`config.mk`:
```
export PLATFORM = sky130hd
export DESIGN_NAME = circle_octant_ray_fan_raster
export DESIGN_NICKNAME = d
export VERILOG_FILES = /design/src/sv/cofr_pkg.sv /design/src/sv/circle_octant_ray_fan_raster.sv /design/src/sv/cofr_ray_setup.sv /design/src/sv/cofr_fan_core.sv /design/src/sv/cofr_out_buf.sv
export VERILOG_INCLUDE_DIRS = /design/src /design/src/sv
export SDC_FILE = /design/constraint.sdc
export NUM_CORES = 1
export LEC_CHECK = 0
export ABC_AREA = 1
export ABC_CLOCK_PERIOD_IN_PS = 5500
export BUFFER_PORTS_ARGS = -buffer_cell sky130_fd_sc_hd__buf_2
export CAP_MARGIN = 30
export CELL_PAD_IN_SITES_DETAIL_PLACEMENT = 0
export CELL_PAD_IN_SITES_GLOBAL_PLACEMENT = 1
export CORE_MARGIN = 2
export CORE_UTILIZATION = 43
export CTS_CLUSTER_DIAMETER = 120
export DETAILED_ROUTE_END_ITERATION = 7
export PLACE_DENSITY_LB_ADDON = 0.08
export SETUP_SLACK_MARGIN = 0.5
export SLEW_MARGIN = 20
export SYNTH_ARGS = -nofsm -noshare
export SYNTH_HDL_FRONTEND = slang
export SYNTH_SLANG_ARGS = --single-unit
```
`constraint.sdc`:
```
create_clock -name clk -period 5.5 [get_ports clk]
set_input_delay 0.275 -clock clk [delete_from_list [all_inputs] [get_ports clk]]
set_output_delay 0.275 -clock clk [all_outputs]
set_load 0.02 [all_outputs]
```
`src/sv/circle_octant_ray_fan_raster_defines.svh`:
```
// Assertion macros shared by the fan rasterizer RTL.
// Depends on nothing; included by the files that carry assertions.
`ifndef CIRCLE_OCTANT_RAY_FAN_RASTER_DEFINES_SVH
`define CIRCLE_OCTANT_RAY_FAN_RASTER_DEFINES_SVH

// Same-cycle implication checked at every rising clock edge outside reset.
`define COFR_ASSERT_IMPLIES(label, clk, rst_n, ante, cons) \
	label: assert property (@(posedge clk) disable iff (!rst_n) (ante) |-> (cons)) \
		else $error("fan raster assertion failed");

// Next-cycle implication checked at every rising clock edge outside reset.
`define COFR_ASSERT_NEXT(label, clk, rst_n, ante, cons) \
	label: assert property (@(posedge clk) disable iff (!rst_n) (ante) |=> (cons)) \
		else $error("fan raster assertion failed");

`endif

```
`src/sv/cofr_pkg.sv`:
```
// Shared types and constants of the circle octant ray fan rasterizer.
// Depends on nothing; used by every module of the block.
package cofr_pkg;

	localparam int CENTER_BITS    = 11;
	localparam int RADIUS_BITS    = 10;
	localparam int COLOR_BITS     = 24;
	localparam int PIX_BITS       = 12;
	localparam int ARC_BITS       = 12;
	localparam int DEC_BITS       = 16;
	localparam int CFG_INDEX_BITS = 2;
	localparam int CFG_DATA_BITS  = 24;
	localparam int IN_DATA_BITS   = 24;
	localparam int OUT_DATA_BITS  = 48;

	localparam logic [RADIUS_BITS-1:0] RADIUS_RESET = 10'd200;
	localparam logic [COLOR_BITS-1:0]  COLOR_RESET  = 24'hFF2D00;

	localparam int DEC_INIT   = 3;
	localparam int DEC_STEP_A = 6;
	localparam int DEC_STEP_B = 10;

	typedef enum logic [CFG_INDEX_BITS-1:0] {
		REG_RADIUS = 2'd0,
		REG_COLOR  = 2'd1
	} cfg_reg_t;

	typedef enum logic {
		CMD_START = 1'b0,
		CMD_TICK  = 1'b1
	} command_t;

	typedef struct packed {
		logic                  last_pixel;
		logic [COLOR_BITS-1:0] color;
		logic [PIX_BITS-1:0]   pixel_y;
		logic [PIX_BITS-1:0]   pixel_x;
	} pixel_t;

	typedef struct packed {
		logic busy;
		logic ray_end;
	} core_stat_t;

endpackage

```
`src/sv/circle_octant_ray_fan_raster.sv`:
```
// Top level of the circle octant ray fan rasterizer: configuration registers and stream ports.
// Depends on cofr_pkg, cofr_fan_core, cofr_out_buf and the assertion macro header.
//
// A start transaction (tuser low) latches the center and sets up a new fan; it gives no
// output. Each tick transaction (tuser high) while a fan runs gives one pixel, walking
// the rays from the center to the points of one octant of the circle, and the final
// pixel carries tlast. Ticks while no fan runs give nothing. The block takes one
// transaction every cycle while the pixel stream is ready: the whole step of the circle
// and line state is computed combinationally from the state registers. An output register
// with one skid entry absorbs the pixel of one tick while the pixel stream stalls; after
// that s_axis_tready stays low until the stream takes a pixel. A pixel appears on the
// output the cycle after its tick is taken when the output register is free, and later
// while the stream stalls. Configuration writes are taken in any cycle.
`include "circle_octant_ray_fan_raster_defines.svh"

module circle_octant_ray_fan_raster #(
	parameter int COORD_BITS = 12
) (
	input  logic                                   clk,
	input  logic                                   arst_n,
	input  logic                                   s_axis_tvalid,
	output logic                                   s_axis_tready,
	input  logic [cofr_pkg::IN_DATA_BITS-1:0]      s_axis_tdata,  // center_x, center_y
	input  logic                                   s_axis_tuser,  // command
	output logic                                   m_axis_tvalid,
	input  logic                                   m_axis_tready,
	output logic [cofr_pkg::OUT_DATA_BITS-1:0]     m_axis_tdata,  // pixel_x, pixel_y, color
	output logic                                   m_axis_tlast,
	input  logic                                   cfg_valid,
	output logic                                   cfg_ready,
	input  logic [cofr_pkg::CFG_INDEX_BITS-1:0]    cfg_index,
	input  logic [cofr_pkg::CFG_DATA_BITS-1:0]     cfg_data
);
	import cofr_pkg::*;

	logic [RADIUS_BITS-1:0] radius_q;
	logic [COLOR_BITS-1:0]  color_q;
	logic                   in_accept;
	logic                   start_accept;
	logic                   res_valid;
	pixel_t                 res;
	pixel_t                 out_pix;
	core_stat_t             core_stat;
	logic                   buf_full;

	assign cfg_ready = 1'b1;

	always_ff @(posedge clk or negedge arst_n) begin
		if (!arst_n) begin
			radius_q <= RADIUS_RESET;
			color_q  <= COLOR_RESET;
		end else if (cfg_valid && cfg_ready) begin
			case (cfg_reg_t'(cfg_index))
				REG_RADIUS: radius_q <= cfg_data[RADIUS_BITS-1:0];
				REG_COLOR:  color_q  <= cfg_data[COLOR_BITS-1:0];
				default: ;
			endcase
		end
	end

	assign s_axis_tready = !buf_full;
	assign in_accept     = s_axis_tvalid && s_axis_tready;
	assign start_accept  = in_accept && (command_t'(s_axis_tuser) == CMD_START);

	cofr_fan_core #(
		.COORD_BITS(COORD_BITS)
	) u_core (
		.clk        (clk),
		.arst_n     (arst_n),
		.in_accept  (in_accept),
		.in_cmd     (command_t'(s_axis_tuser)),
		.center_x   ($signed(s_axis_tdata[CENTER_BITS-1:0])),
		.center_y   ($signed(s_axis_tdata[2*CENTER_BITS-1:CENTER_BITS])),
		.radius     (radius_q),
		.pixel_color(color_q),
		.res_valid  (res_valid),
		.res        (res),
		.stat       (core_stat)
	);

	cofr_out_buf u_out_buf (
		.clk      (clk),
		.arst_n   (arst_n),
		.push     (res_valid),
		.push_data(res),
		.full     (buf_full),
		.out_valid(m_axis_tvalid),
		.out_ready(m_axis_tready),
		.out_data (out_pix)
	);

	assign m_axis_tdata = {out_pix.color, out_pix.pixel_y, out_pix.pixel_x};
	assign m_axis_tlast = out_pix.last_pixel;

	`COFR_ASSERT_IMPLIES(a_full_has_output, clk, arst_n, !s_axis_tready, m_axis_tvalid)
	`COFR_ASSERT_NEXT(a_start_arms_fan, clk, arst_n, start_accept, core_stat.busy)
	`COFR_ASSERT_NEXT(a_last_ends_fan, clk, arst_n, res_valid && res.last_pixel, !core_stat.busy)
	`COFR_ASSERT_IMPLIES(a_last_at_ray_end, clk, arst_n, res_valid && res.last_pixel, core_stat.ray_end)
	`COFR_ASSERT_IMPLIES(a_pixel_needs_fan, clk, arst_n, res_valid, core_stat.busy)

endmodule

```
`src/sv/cofr_ray_setup.sv`:
```
// Ray setup: endpoint, spans, directions and initial error of one Bresenham ray.
// Depends on cofr_pkg for field widths.
module cofr_ray_setup #(
	parameter int COORD_BITS = 12
) (
	input  logic signed [cofr_pkg::CENTER_BITS-1:0] origin_x,
	input  logic signed [cofr_pkg::CENTER_BITS-1:0] origin_y,
	input  logic signed [cofr_pkg::ARC_BITS-1:0]    arc_x,
	input  logic signed [cofr_pkg::ARC_BITS-1:0]    arc_y,
	output logic signed [COORD_BITS-1:0]            walk_x,
	output logic signed [COORD_BITS-1:0]            walk_y,
	output logic signed [COORD_BITS-1:0]            target_x,
	output logic signed [COORD_BITS-1:0]            target_y,
	output logic        [COORD_BITS-1:0]            span_x,
	output logic        [COORD_BITS-1:0]            span_y,
	output logic                                    dir_x,
	output logic                                    dir_y,
	output logic signed [COORD_BITS:0]              walk_error
);
	import cofr_pkg::*;

	localparam int SUM_BITS = ARC_BITS + 1;

	logic signed [SUM_BITS-1:0]   end_x;
	logic signed [SUM_BITS-1:0]   end_y;
	logic signed [COORD_BITS:0]   diff_x;
	logic signed [COORD_BITS:0]   diff_y;
	logic signed [COORD_BITS:0]   abs_x;
	logic signed [COORD_BITS:0]   abs_y;

	always_comb begin
		end_x    = SUM_BITS'(origin_x) + SUM_BITS'(arc_y);
		end_y    = SUM_BITS'(origin_y) - SUM_BITS'(arc_x);
		walk_x   = COORD_BITS'(origin_x);
		walk_y   = COORD_BITS'(origin_y);
		target_x = COORD_BITS'(end_x);
		target_y = COORD_BITS'(end_y);
		diff_x   = (COORD_BITS+1)'(target_x) - (COORD_BITS+1)'(walk_x);
		diff_y   = (COORD_BITS+1)'(target_y) - (COORD_BITS+1)'(walk_y);
		abs_x    = diff_x[COORD_BITS] ? -diff_x : diff_x;
		abs_y    = diff_y[COORD_BITS] ? -diff_y : diff_y;
		span_x   = abs_x[COORD_BITS-1:0];
		span_y   = abs_y[COORD_BITS-1:0];
		dir_x    = walk_x < target_x;
		dir_y    = walk_y < target_y;
		walk_error = $signed({1'b0, span_x}) - $signed({1'b0, span_y});
	end

endmodule

```
`src/sv/cofr_fan_core.sv`:
```
// Fan state and combinational step logic: midpoint circle over rays, Bresenham walk per ray.
// Depends on cofr_pkg and cofr_ray_setup.
module cofr_fan_core #(
	parameter int COORD_BITS = 12
) (
	input  logic                                    clk,
	input  logic                                    arst_n,
	input  logic                                    in_accept,
	input  cofr_pkg::command_t                      in_cmd,
	input  logic signed [cofr_pkg::CENTER_BITS-1:0] center_x,
	input  logic signed [cofr_pkg::CENTER_BITS-1:0] center_y,
	input  logic        [cofr_pkg::RADIUS_BITS-1:0] radius,
	input  logic        [cofr_pkg::COLOR_BITS-1:0]  pixel_color,
	output logic                                    res_valid,
	output cofr_pkg::pixel_t                        res,
	output cofr_pkg::core_stat_t                    stat
);
	import cofr_pkg::*;

	logic                          busy_q;
	logic signed [CENTER_BITS-1:0] origin_x_q, origin_y_q;
	logic signed [ARC_BITS-1:0]    arc_x_q, arc_y_q;
	logic signed [DEC_BITS-1:0]    decision_q;
	logic signed [COORD_BITS-1:0]  walk_x_q, walk_y_q, target_x_q, target_y_q;
	logic        [COORD_BITS-1:0]  span_x_q, span_y_q;
	logic                          dir_x_q, dir_y_q;
	logic signed [COORD_BITS:0]    err_q;

	logic                          is_start;
	logic                          tick_live;
	logic                          at_target;
	logic                          fan_more;
	logic signed [ARC_BITS-1:0]    arc_x_n, arc_y_n;
	logic signed [DEC_BITS-1:0]    dec_n, dec_init;
	logic signed [CENTER_BITS-1:0] set_org_x, set_org_y;
	logic signed [ARC_BITS-1:0]    set_arc_x, set_arc_y;
	logic signed [COORD_BITS-1:0]  rs_walk_x, rs_walk_y, rs_target_x, rs_target_y;
	logic        [COORD_BITS-1:0]  rs_span_x, rs_span_y;
	logic                          rs_dir_x, rs_dir_y;
	logic signed [COORD_BITS:0]    rs_err;
	logic signed [COORD_BITS+1:0]  e2;
	logic                          step_x, step_y;
	logic signed [COORD_BITS:0]    err_n;

	always_comb begin
		is_start  = in_cmd == CMD_START;
		tick_live = in_accept && !is_start && busy_q;
		at_target = (walk_x_q == target_x_q) && (walk_y_q == target_y_q);
		arc_x_n   = arc_x_q + ARC_BITS'(1);
		if (decision_q[DEC_BITS-1]) begin
			arc_y_n = arc_y_q;
			dec_n   = decision_q + (DEC_BITS'(arc_x_q) <<< 2) + DEC_BITS'(DEC_STEP_A);
		end else begin
			arc_y_n = arc_y_q - ARC_BITS'(1);
			dec_n   = decision_q + (DEC_BITS'(arc_x_q - arc_y_q) <<< 2)
				+ DEC_BITS'(DEC_STEP_B);
		end
		fan_more = arc_x_n <= arc_y_n;
		dec_init = DEC_BITS'(DEC_INIT) - $signed({DEC_BITS'(radius)} << 1);

		set_org_x = is_start ? center_x : origin_x_q;
		set_org_y = is_start ? center_y : origin_y_q;
		set_arc_x = is_start ? '0 : arc_x_n;
		set_arc_y = is_start ? $signed(ARC_BITS'(radius)) : arc_y_n;

		e2     = {err_q, 1'b0};
		step_x = e2 > -$signed({2'b00, span_y_q});
		step_y = e2 < $signed({2'b00, span_x_q});
		err_n  = err_q - (step_x ? $signed({1'b0, span_y_q}) : '0)
			+ (step_y ? $signed({1'b0, span_x_q}) : '0);

		res_valid      = tick_live;
		res.pixel_x    = PIX_BITS'($unsigned(walk_x_q));
		res.pixel_y    = PIX_BITS'($unsigned(walk_y_q));
		res.color      = pixel_color;
		res.last_pixel = at_target && !fan_more;

		stat.busy    = busy_q;
		stat.ray_end = busy_q && at_target;
	end

	cofr_ray_setup #(
		.COORD_BITS(COORD_BITS)
	) u_ray_setup (
		.origin_x  (set_org_x),
		.origin_y  (set_org_y),
		.arc_x     (set_arc_x),
		.arc_y     (set_arc_y),
		.walk_x    (rs_walk_x),
		.walk_y    (rs_walk_y),
		.target_x  (rs_target_x),
		.target_y  (rs_target_y),
		.span_x    (rs_span_x),
		.span_y    (rs_span_y),
		.dir_x     (rs_dir_x),
		.dir_y     (rs_dir_y),
		.walk_error(rs_err)
	);

	always_ff @(posedge clk or negedge arst_n) begin
		if (!arst_n) begin
			busy_q     <= 1'b0;
			origin_x_q <= '0;
			origin_y_q <= '0;
			arc_x_q    <= '0;
			arc_y_q    <= '0;
			decision_q <= '0;
			walk_x_q   <= '0;
			walk_y_q   <= '0;
			target_x_q <= '0;
			target_y_q <= '0;
			span_x_q   <= '0;
			span_y_q   <= '0;
			dir_x_q    <= 1'b0;
			dir_y_q    <= 1'b0;
			err_q      <= '0;
		end else if (in_accept) begin
			if (is_start || (busy_q && at_target && fan_more)) begin
				walk_x_q   <= rs_walk_x;
				walk_y_q   <= rs_walk_y;
				target_x_q <= rs_target_x;
				target_y_q <= rs_target_y;
				span_x_q   <= rs_span_x;
				span_y_q   <= rs_span_y;
				dir_x_q    <= rs_dir_x;
				dir_y_q    <= rs_dir_y;
				err_q      <= rs_err;
			end
			if (is_start) begin
				busy_q     <= 1'b1;
				origin_x_q <= center_x;
				origin_y_q <= center_y;
				arc_x_q    <= '0;
				arc_y_q    <= $signed(ARC_BITS'(radius));
				decision_q <= dec_init;
			end else if (busy_q) begin
				if (at_target) begin
					decision_q <= dec_n;
					arc_x_q    <= arc_x_n;
					arc_y_q    <= arc_y_n;
					busy_q     <= fan_more;
				end else begin
					err_q <= err_n;
					if (step_x) begin
						walk_x_q <= dir_x_q ? walk_x_q + COORD_BITS'(1)
							: walk_x_q - COORD_BITS'(1);
					end
					if (step_y) begin
						walk_y_q <= dir_y_q ? walk_y_q + COORD_BITS'(1)
							: walk_y_q - COORD_BITS'(1);
					end
				end
			end
		end
	end

endmodule

```
`src/sv/cofr_out_buf.sv`:
```
// Output register with one skid entry between the fan core and the pixel stream.
// Depends on cofr_pkg for the pixel type.
module cofr_out_buf (
	input  logic             clk,
	input  logic             arst_n,
	input  logic             push,
	input  cofr_pkg::pixel_t push_data,
	output logic             full,
	output logic             out_valid,
	input  logic             out_ready,
	output cofr_pkg::pixel_t out_data
);
	import cofr_pkg::*;

	logic   out_valid_q;
	logic   skid_valid_q;
	pixel_t out_data_q;
	pixel_t skid_data_q;

	always_ff @(posedge clk or negedge arst_n) begin
		if (!arst_n) begin
			out_valid_q  <= 1'b0;
			skid_valid_q <= 1'b0;
		end else if (!out_valid_q || out_ready) begin
			if (skid_valid_q) begin
				out_valid_q  <= 1'b1;
				skid_valid_q <= 1'b0;
			end else begin
				out_valid_q <= push;
			end
		end else if (push) begin
			skid_valid_q <= 1'b1;
		end
	end

	always_ff @(posedge clk) begin
		if (!out_valid_q || out_ready) begin
			out_data_q <= skid_valid_q ? skid_data_q : push_data;
		end else if (push) begin
			skid_data_q <= push_data;
		end
	end

	assign full      = skid_valid_q;
	assign out_valid = out_valid_q;
	assign out_data  = out_data_q;

endmodule
```
==> results.json, run 1 <==
{
  "crit_top_cell": "nand2_1",
  "finalCriticalPeriod_ps": 5950,
  "cap_violations": 0,
  "cts_tree": "built",
  "wirelength_um": 65300,
  "multi_input_area_mm2": 0.0117,
  "insertion_delay_ps": 570,
  "cts_buffer_depth": 3,
  "finalCritPeriodShare": 1.08,
  "critPathMaxFanout": 4,
  "yosys_most_used_dff": "dfrtp_1",
  "rsz0062_at_grt": "yes",
  "synth_cell_types": 53,
  "cp_slowest_stage_delay_ps": 410,
  "critPathSlowestCell": "dfrtp_1",
  "synth_area_leaders": "dfrtp_1, edfxtp_1, ha_1",
  "synthSimpleGateAreaFrac": 0.184,
  "syn_inst": 2638,
  "rows": 80,
  "ys_warn_count": 0,
  "layout_commonest_cell": "nand2_1",
  "syn2layout_area_growth_pct": 25.1,
  "die_y_um": 223,
  "slew-limit-headroom": 0.387,
  "drc": 0,
  "ant_nets": 0,
  "post_dp_cell_area_mm2": 0.0237,
  "slew_viol_final": 0,
  "synth.top_cell.area_share": 0.206,
  "design_area_mm2": 0.0258,
  "grt_max_degree": 115,
  "vias": 18900,
  "synthMuxAreaShare": 0.00763,
  "path_clk_slew_ps": 60,
  "place.gp.congestion": 0.943,
  "tightest_slew_ps": 914,
  "num-nets-final": 3310,
  "crit_path_end_kind": "register",
  "crit_arrival_ps": 6400,
  "core_mm2": 0.0475,
  "timing.fmax_ghz": 0.168,
  "path_class": "register to register",
  "dp_slack_ps": -373,
  "n_fill_cell": 4431,
  "avgViaCountPerCell": 5.14,
  "drt_iter0_drc": 1197,
  "cts-root-buf": "clkbuf_16",
  "hp-class": "primary input to register",
  "start_util": 0.434,
  "layout_common_cells": "nand2_1, inv_1, buf_4, o21ai_0",
  "synth_seq_cells": 283,
  "wl_per_cell_um": 17.7,
  "synth_edf_count": 98,
  "io_buffers": 104,
  "startpoint_type": "register",
  "synthArstFlopShare": 0.654,
  "postSynthAreaPerCell_um2": 7.83,
  "synth_xor_area_frac": 0.0598,
  "p_leak_nw": 12.9,
  "hpwl_um": 49500,
  "synthesis.area_mm2": 0.0207,
  "cts.sinks": 283,
  "first_global_vias": 18300,
  "power_density_mw_per_mm2": 756,
  "grt_pass1_wl_um": 102000,
  "die-area_mm2": 0.0498,
  "area.sequential_mm2": 0.00759,
  "crit_family": "simple AND/OR/NAND/NOR gates",
  "drive_gt1_frac": 0.195,
  "setup_ws_ps": -450,
  "htree_levels": 2,
  "cts_made_buffers": 35,
  "antenna_found_initial": 5,
  "synthAdderAreaFrac": 0.141,
  "setup_tns_ps": -3190,
  "status": "complete, but fails checks",
  "ys_seq_area_frac": 0.368,
  "firstDrtPassIters": 7,
  "track_usage": 0.263,
  "die_w_um": 223,
  "synth_compound_area_frac": 0.150,
  "synth_top_family_by_area": "simple AND/OR/NAND/NOR gates",
  "path_buf_inv": 7,
  "overflow": 0,
  "io_pins": 108,
  "violations": "setup timing",
  "ir_worst_vdd_v": 0.000635,
  "hold_viol": 0,
  "fin_skew_ps": 16.8,
  "crit_required_ps": 5950,
  "yosys.area.top_type": "dfrtp_1",
  "setup_viol": 9,
  "synth_nets": 2914
}
metrics by stage:
step                hold slack (ps)  std cells   util  power (W)
CTS                           0.541       3656  0.534     0.0186
detailed placement              355       3539  0.498     0.0155
global route                   20.2       3676  0.544     0.0213
finish                         18.4       3677  0.544     0.0195
global placement                351       3538  0.497     0.0153
floorplan                     -20.6       2638      -     0.0108
path summary, 6_finish.rpt:
| path | start | endpoint | slack [ps] | depth (start not counted) |
|---|---|---|---|---|
| min reg2reg | color_q[12]$_DFFE_PN0P_ | u_out_buf.skid_data_q[36]$_DFFE_PP_ | 470 | 0 |
| min in group asynchronous | arst_n | u_core.err_q[6]$_DFFE_PN0P_ | 280 | 2 |
| max in group asynchronous | arst_n | u_core.origin_x_q[4]$_DFFE_PN0P_ | 4050 | 3 |
| min | cfg_data[0] | color_q[0]$_DFFE_PN0P_ | 20 | 3 |
| max | u_core.arc_y_q[0]$_DFFE_PN0P_ | u_core.err_q[12]$_DFFE_PN0P_ | -450 | 47 |
| max reg2reg | u_core.arc_y_q[0]$_DFFE_PN0P_ | u_core.err_q[12]$_DFFE_PN0P_ | -450 | 47 |
worst min-delay path, stage by stage:
cell     delay, ps
buf_2          110
inv_1           60
o21ai_0         80
synthesized netlist by cell type (4+ instances only):
| cell | instances |
|---|---|
| o221ai_1 | 4 |
| or2_2 | 7 |
| nand4_1 | 17 |
| buf_6 | 8 |
| dfstp_2 | 15 |
| a21oi_1 | 202 |
| edfxtp_1 | 98 |
| inv_1 | 383 |
| nor2_1 | 140 |
| buf_1 | 5 |
| mux2_2 | 14 |
| nor3_1 | 28 |
| nor4_1 | 8 |
| nand2_2 | 9 |
| ha_1 | 198 |
| a22oi_1 | 5 |
| fa_1 | 22 |
| inv_2 | 10 |
| xnor2_1 | 47 |
| o22ai_1 | 12 |
| o31ai_1 | 7 |
| o211ai_1 | 9 |
| o21ai_0 | 284 |
| dfrtp_1 | 170 |
| nand3b_1 | 5 |
| a31oi_1 | 9 |
| buf_2 | 14 |
| o21ai_1 | 17 |
| a21o_1 | 8 |
| clkbuf_1 | 43 |
| nand3_1 | 77 |
| o21bai_1 | 14 |
| nand2_1 | 628 |
| xor2_1 | 94 |
timing repair:
action / in CTS / in global routing
pin swaps: 18 / 31
hold endpoints to repair: 91 / 0
hold buffers: 32 / 0
resized for setup: 21 / 68
setup buffers: 21 / 20
setup endpoints to repair: 12 / 22
layout make-up:
type | count | area share
antenna | 1 | 0.0000968
timing repair buffer | 433 | 0.123
clock inverter | 17 | 0.00891
inverter | 393 | 0.0571
multi-input combinational | 1888 | 0.451
tap | 615 | 0.0298
sequential | 283 | 0.294
clock buffer | 47 | 0.0364
routing by layer:
| metal | share of wire | track usage |
|---|---|---|
| met4 | 0.023 | 0.0695 |
| met5 | 0.00081 | 0 |
| met3 | 0.055 | 0.0423 |
| met1 | 0.48 | 0.382 |
| met2 | 0.44 | 0.407 |
cell families after synthesis:
logic type,Yosys count
xor gates and xnor gates,141
and+or+nand+nor,932
muxes,14
other,1
DFF,283
adders and majority gates,220
buffers and inverters,467
AOI/OAI and AO/OA,580
state kept, by name, indices dropped and copies added (netlist names), 11 cells and up:
signal / cells
u_core.walk_x_q: 12
u_core.origin_y_q: 11
u_core.origin_x_q: 11
u_core.span_y_q: 12
u_core.target_x_q: 12
u_core.decision_q: 15
u_out_buf.out_data: 49
u_core.arc_y_q: 12
u_core.arc_x_q: 12
u_core.walk_y_q: 12
color_q: 24
u_core.span_x_q: 12
u_core.err_q: 13
u_core.target_y_q: 12
u_out_buf.skid_data_q: 49
where the power goes:
part | leakage [nW] | switching, W | internal (W)
Clock | 0.562 | 0.000992 | 0.00141
Sequential | 3.23 | 0.000530 | 0.00282
Combinational | 9.12 | 0.00750 | 0.00629
Total | 12.9 | 0.00902 | 0.0105
No activity file was read; power rests on OpenSTA's default activity.
==> run 2, diff against run 1 <==
--- a/config.mk
+++ b/config.mk
@@ -12,8 +12,10 @@
 export CAP_MARGIN = 30
 export CELL_PAD_IN_SITES_DETAIL_PLACEMENT = 0
 export CELL_PAD_IN_SITES_GLOBAL_PLACEMENT = 1
+export CORE_ASPECT_RATIO = 0.9
 export CORE_MARGIN = 2
 export CORE_UTILIZATION = 43
+export CTS_BUF_LIST = sky130_fd_sc_hd__clkbuf_16
 export CTS_CLUSTER_DIAMETER = 120
 export DETAILED_ROUTE_END_ITERATION = 7
 export PLACE_DENSITY_LB_ADDON = 0.08
==> run 2 against run 1 <==
Worst hold slack better by 18 ps; global-route usage down 0.086 points; the flow still finishes with violations (setup timing); sequential cell count unchanged; clock power down 6%; setup slack better by 58 ps.
==> results.json, run 2 (synthesis gave the netlist of run 1 again) <==
{
  "p_leak_nw": 13.0,
  "drc": 0,
  "setup_ws_ps": -392,
  "critPathMaxFanout": 4,
  "antenna_found_initial": 3,
  "dp_slack_ps": -454,
  "p_sw_frac": 0.460,
  "hold_viol": 0,
  "first_global_vias": 18300,
  "n_antenna_cell": 0,
  "insertion_delay_ps": 550,
  "grt_max_degree": 153,
  "avgViaCountPerCell": 5.13,
  "cap_violations": 0,
  "startpoint_type": "register",
  "cts_tree": "built",
  "power_density_mw_per_mm2": 749,
  "setup_tns_ps": -2130,
  "path_clk_slew_ps": 60,
  "hpwl_um": 50200,
  "power_switching_w": 0.00896,
  "vias": 19000,
  "place.gp.congestion": 0.931,
  "cts_buffer_depth": 3,
  "hp-class": "primary input to register",
  "violations": "setup timing",
  "num-nets-final": 3337,
  "wl_per_cell_um": 17.6,
  "tightest_slew_ps": 916,
  "status": "complete, but fails checks",
  "crit_arrival_ps": 6330,
  "clock_power_share": 0.116,
  "crit_path_end_kind": "register",
  "firstDrtPassIters": 5,
  "track_usage": 0.262,
  "crit_required_ps": 5930,
  "seq_power_share": 0.170,
  "cts-root-buf": "clkbuf_16",
  "syn2layout_area_growth_pct": 25.9,
  "drive_gt1_frac": 0.208,
  "setup_viol": 8,
  "rows": 76,
  "overflow": 0,
  "ant_nets": 0,
  "grt_pass1_wl_um": 102000,
  "wirelength_um": 65300,
  "n_fill_cell": 4532,
  "cts_made_buffers": 35,
  "path_class": "register to register",
  "finalCriticalPeriod_ps": 5890,
  "slew_viol_final": 0,
  "finalCritPeriodShare": 1.07,
  "core_mm2": 0.0476,
  "io_buffers": 104,
  "htree_levels": 2,
  "drt_iter0_drc": 1543,
  "ir_worst_vdd_v": 0.000796,
  "area.sequential_mm2": 0.00759,
  "crit_top_cell": "nand2_1",
  "multi_input_area_mm2": 0.0117,
  "fin_skew_ps": 13.2,
  "cts.sinks": 283,
  "rsz0062_at_grt": "yes",
  "die_w_um": 235,
  "slew-limit-headroom": 0.389,
  "timing.fmax_ghz": 0.170,
  "die_y_um": 212,
  "cp_slowest_stage_delay_ps": 420,
  "critPathSlowestCell": "dfrtp_1",
  "die-area_mm2": 0.0498,
  "layout_common_cells": "nand2_1, inv_1, buf_4, o21ai_0, a21oi_1",
  "start_util": 0.434,
  "io_pins": 108,
  "p_int_w": 0.0105,
  "combPwrFrac": 0.714,
  "layout_commonest_cell": "nand2_1"
}
[run 2: changes by cell type in the layout (fill, tap and decap cells not counted), moves of 4 or more]
| cell | change |
|---|---|
| xor2_2 | +5 |
| clkbuf_1 | -10 |
| o21ai_1 | -6 |
| xor2_1 | -4 |
| o21ai_2 | +6 |
| clkinv_1 | +4 |
| buf_4 | +33 |
| dlygate4sd3_1 | -6 |
| nor2_1 | +4 |
[run 2: worst paths after layout]
check,from,endpoint,slack (ps),cells after the start
min in group asynchronous,arst_n,u_core.decision_q[7]$_DFFE_PN0P_,200,2
max in group asynchronous,arst_n,u_out_buf.full$_DFFE_PN0P_,4040,3
setup / recovery,u_core.arc_y_q[0]$_DFFE_PN0P_,u_core.err_q[12]$_DFFE_PN0P_,-390,44
hold reg to reg,color_q[4]$_DFFE_PN0P_,u_out_buf.skid_data_q[28]$_DFFE_PP_,470,0
setup reg to reg,u_core.arc_y_q[0]$_DFFE_PN0P_,u_core.err_q[12]$_DFFE_PN0P_,-390,44
hold / removal,cfg_data[9],radius_q[9]$_DFFE_PN0P_,40,3
[run 2: layer usage]
layer / wire, µm / GRT usage
met4: 884 / 0.0504
met5: 0 / 0
met1: 33200 / 0.410
met2: 27100 / 0.383
met3: 4120 / 0.0352
[run 2: timing repair]
item,in CTS,in global routing
pin swaps,14,33
endpoints found under the setup margin,12,35
setup buffers,15,12
hold endpoints to repair,63,0
hold buffers,26,0
resized for setup,20,81
[run 2: power groups by stage]
stage	Sequential, W	Combinational (W)	Clock, W
6_report	0.00331	0.0139	0.00226
5_1_grt	0.00337	0.0155	0.00241
4_1_cts	0.00330	0.0127	0.00232
3_5_place_dp	0.00333	0.0122	0
3_3_place_gp	0.00332	0.0120	0
2_1_floorplan	0.00332	0.00743	0
[run 2: stage by stage]
step                      area, µm²  cells  utilization  hold WS (ps)  power, W
after floorplan               20800   2638            -         -20.6    0.0108
after global placement        24000   3595        0.504           212    0.0154
after detailed placement      24000   3595        0.504           217    0.0155
after CTS                     25600   3699        0.537          9.20    0.0183
after global routing          26000   3711        0.546          45.6    0.0213
final                         26000   3711        0.546          35.9    0.0195
[run 2: critical path: cells and delay by family, from the launching register on]
| family | cells | cell delay, ps |
|---|---|---|
| and+or+nand+nor | 18 | 1560 |
| AOI/OAI and AO/OA | 14 | 1740 |
| adders and majority gates | 4 | 1120 |
| DFF | 1 | 420 |
| buffers and inverters | 6 | 460 |
| xor gates and xnor gates | 2 | 470 |
[run 2: area by class of cell]
class                   count  area share
clock inverters            28     0.00924
inverters                 393      0.0571
well taps                 624      0.0300
repair buffers            460       0.129
flip-flops and latches    283       0.292
clock buffers              35      0.0337
multi-input cells        1888       0.449
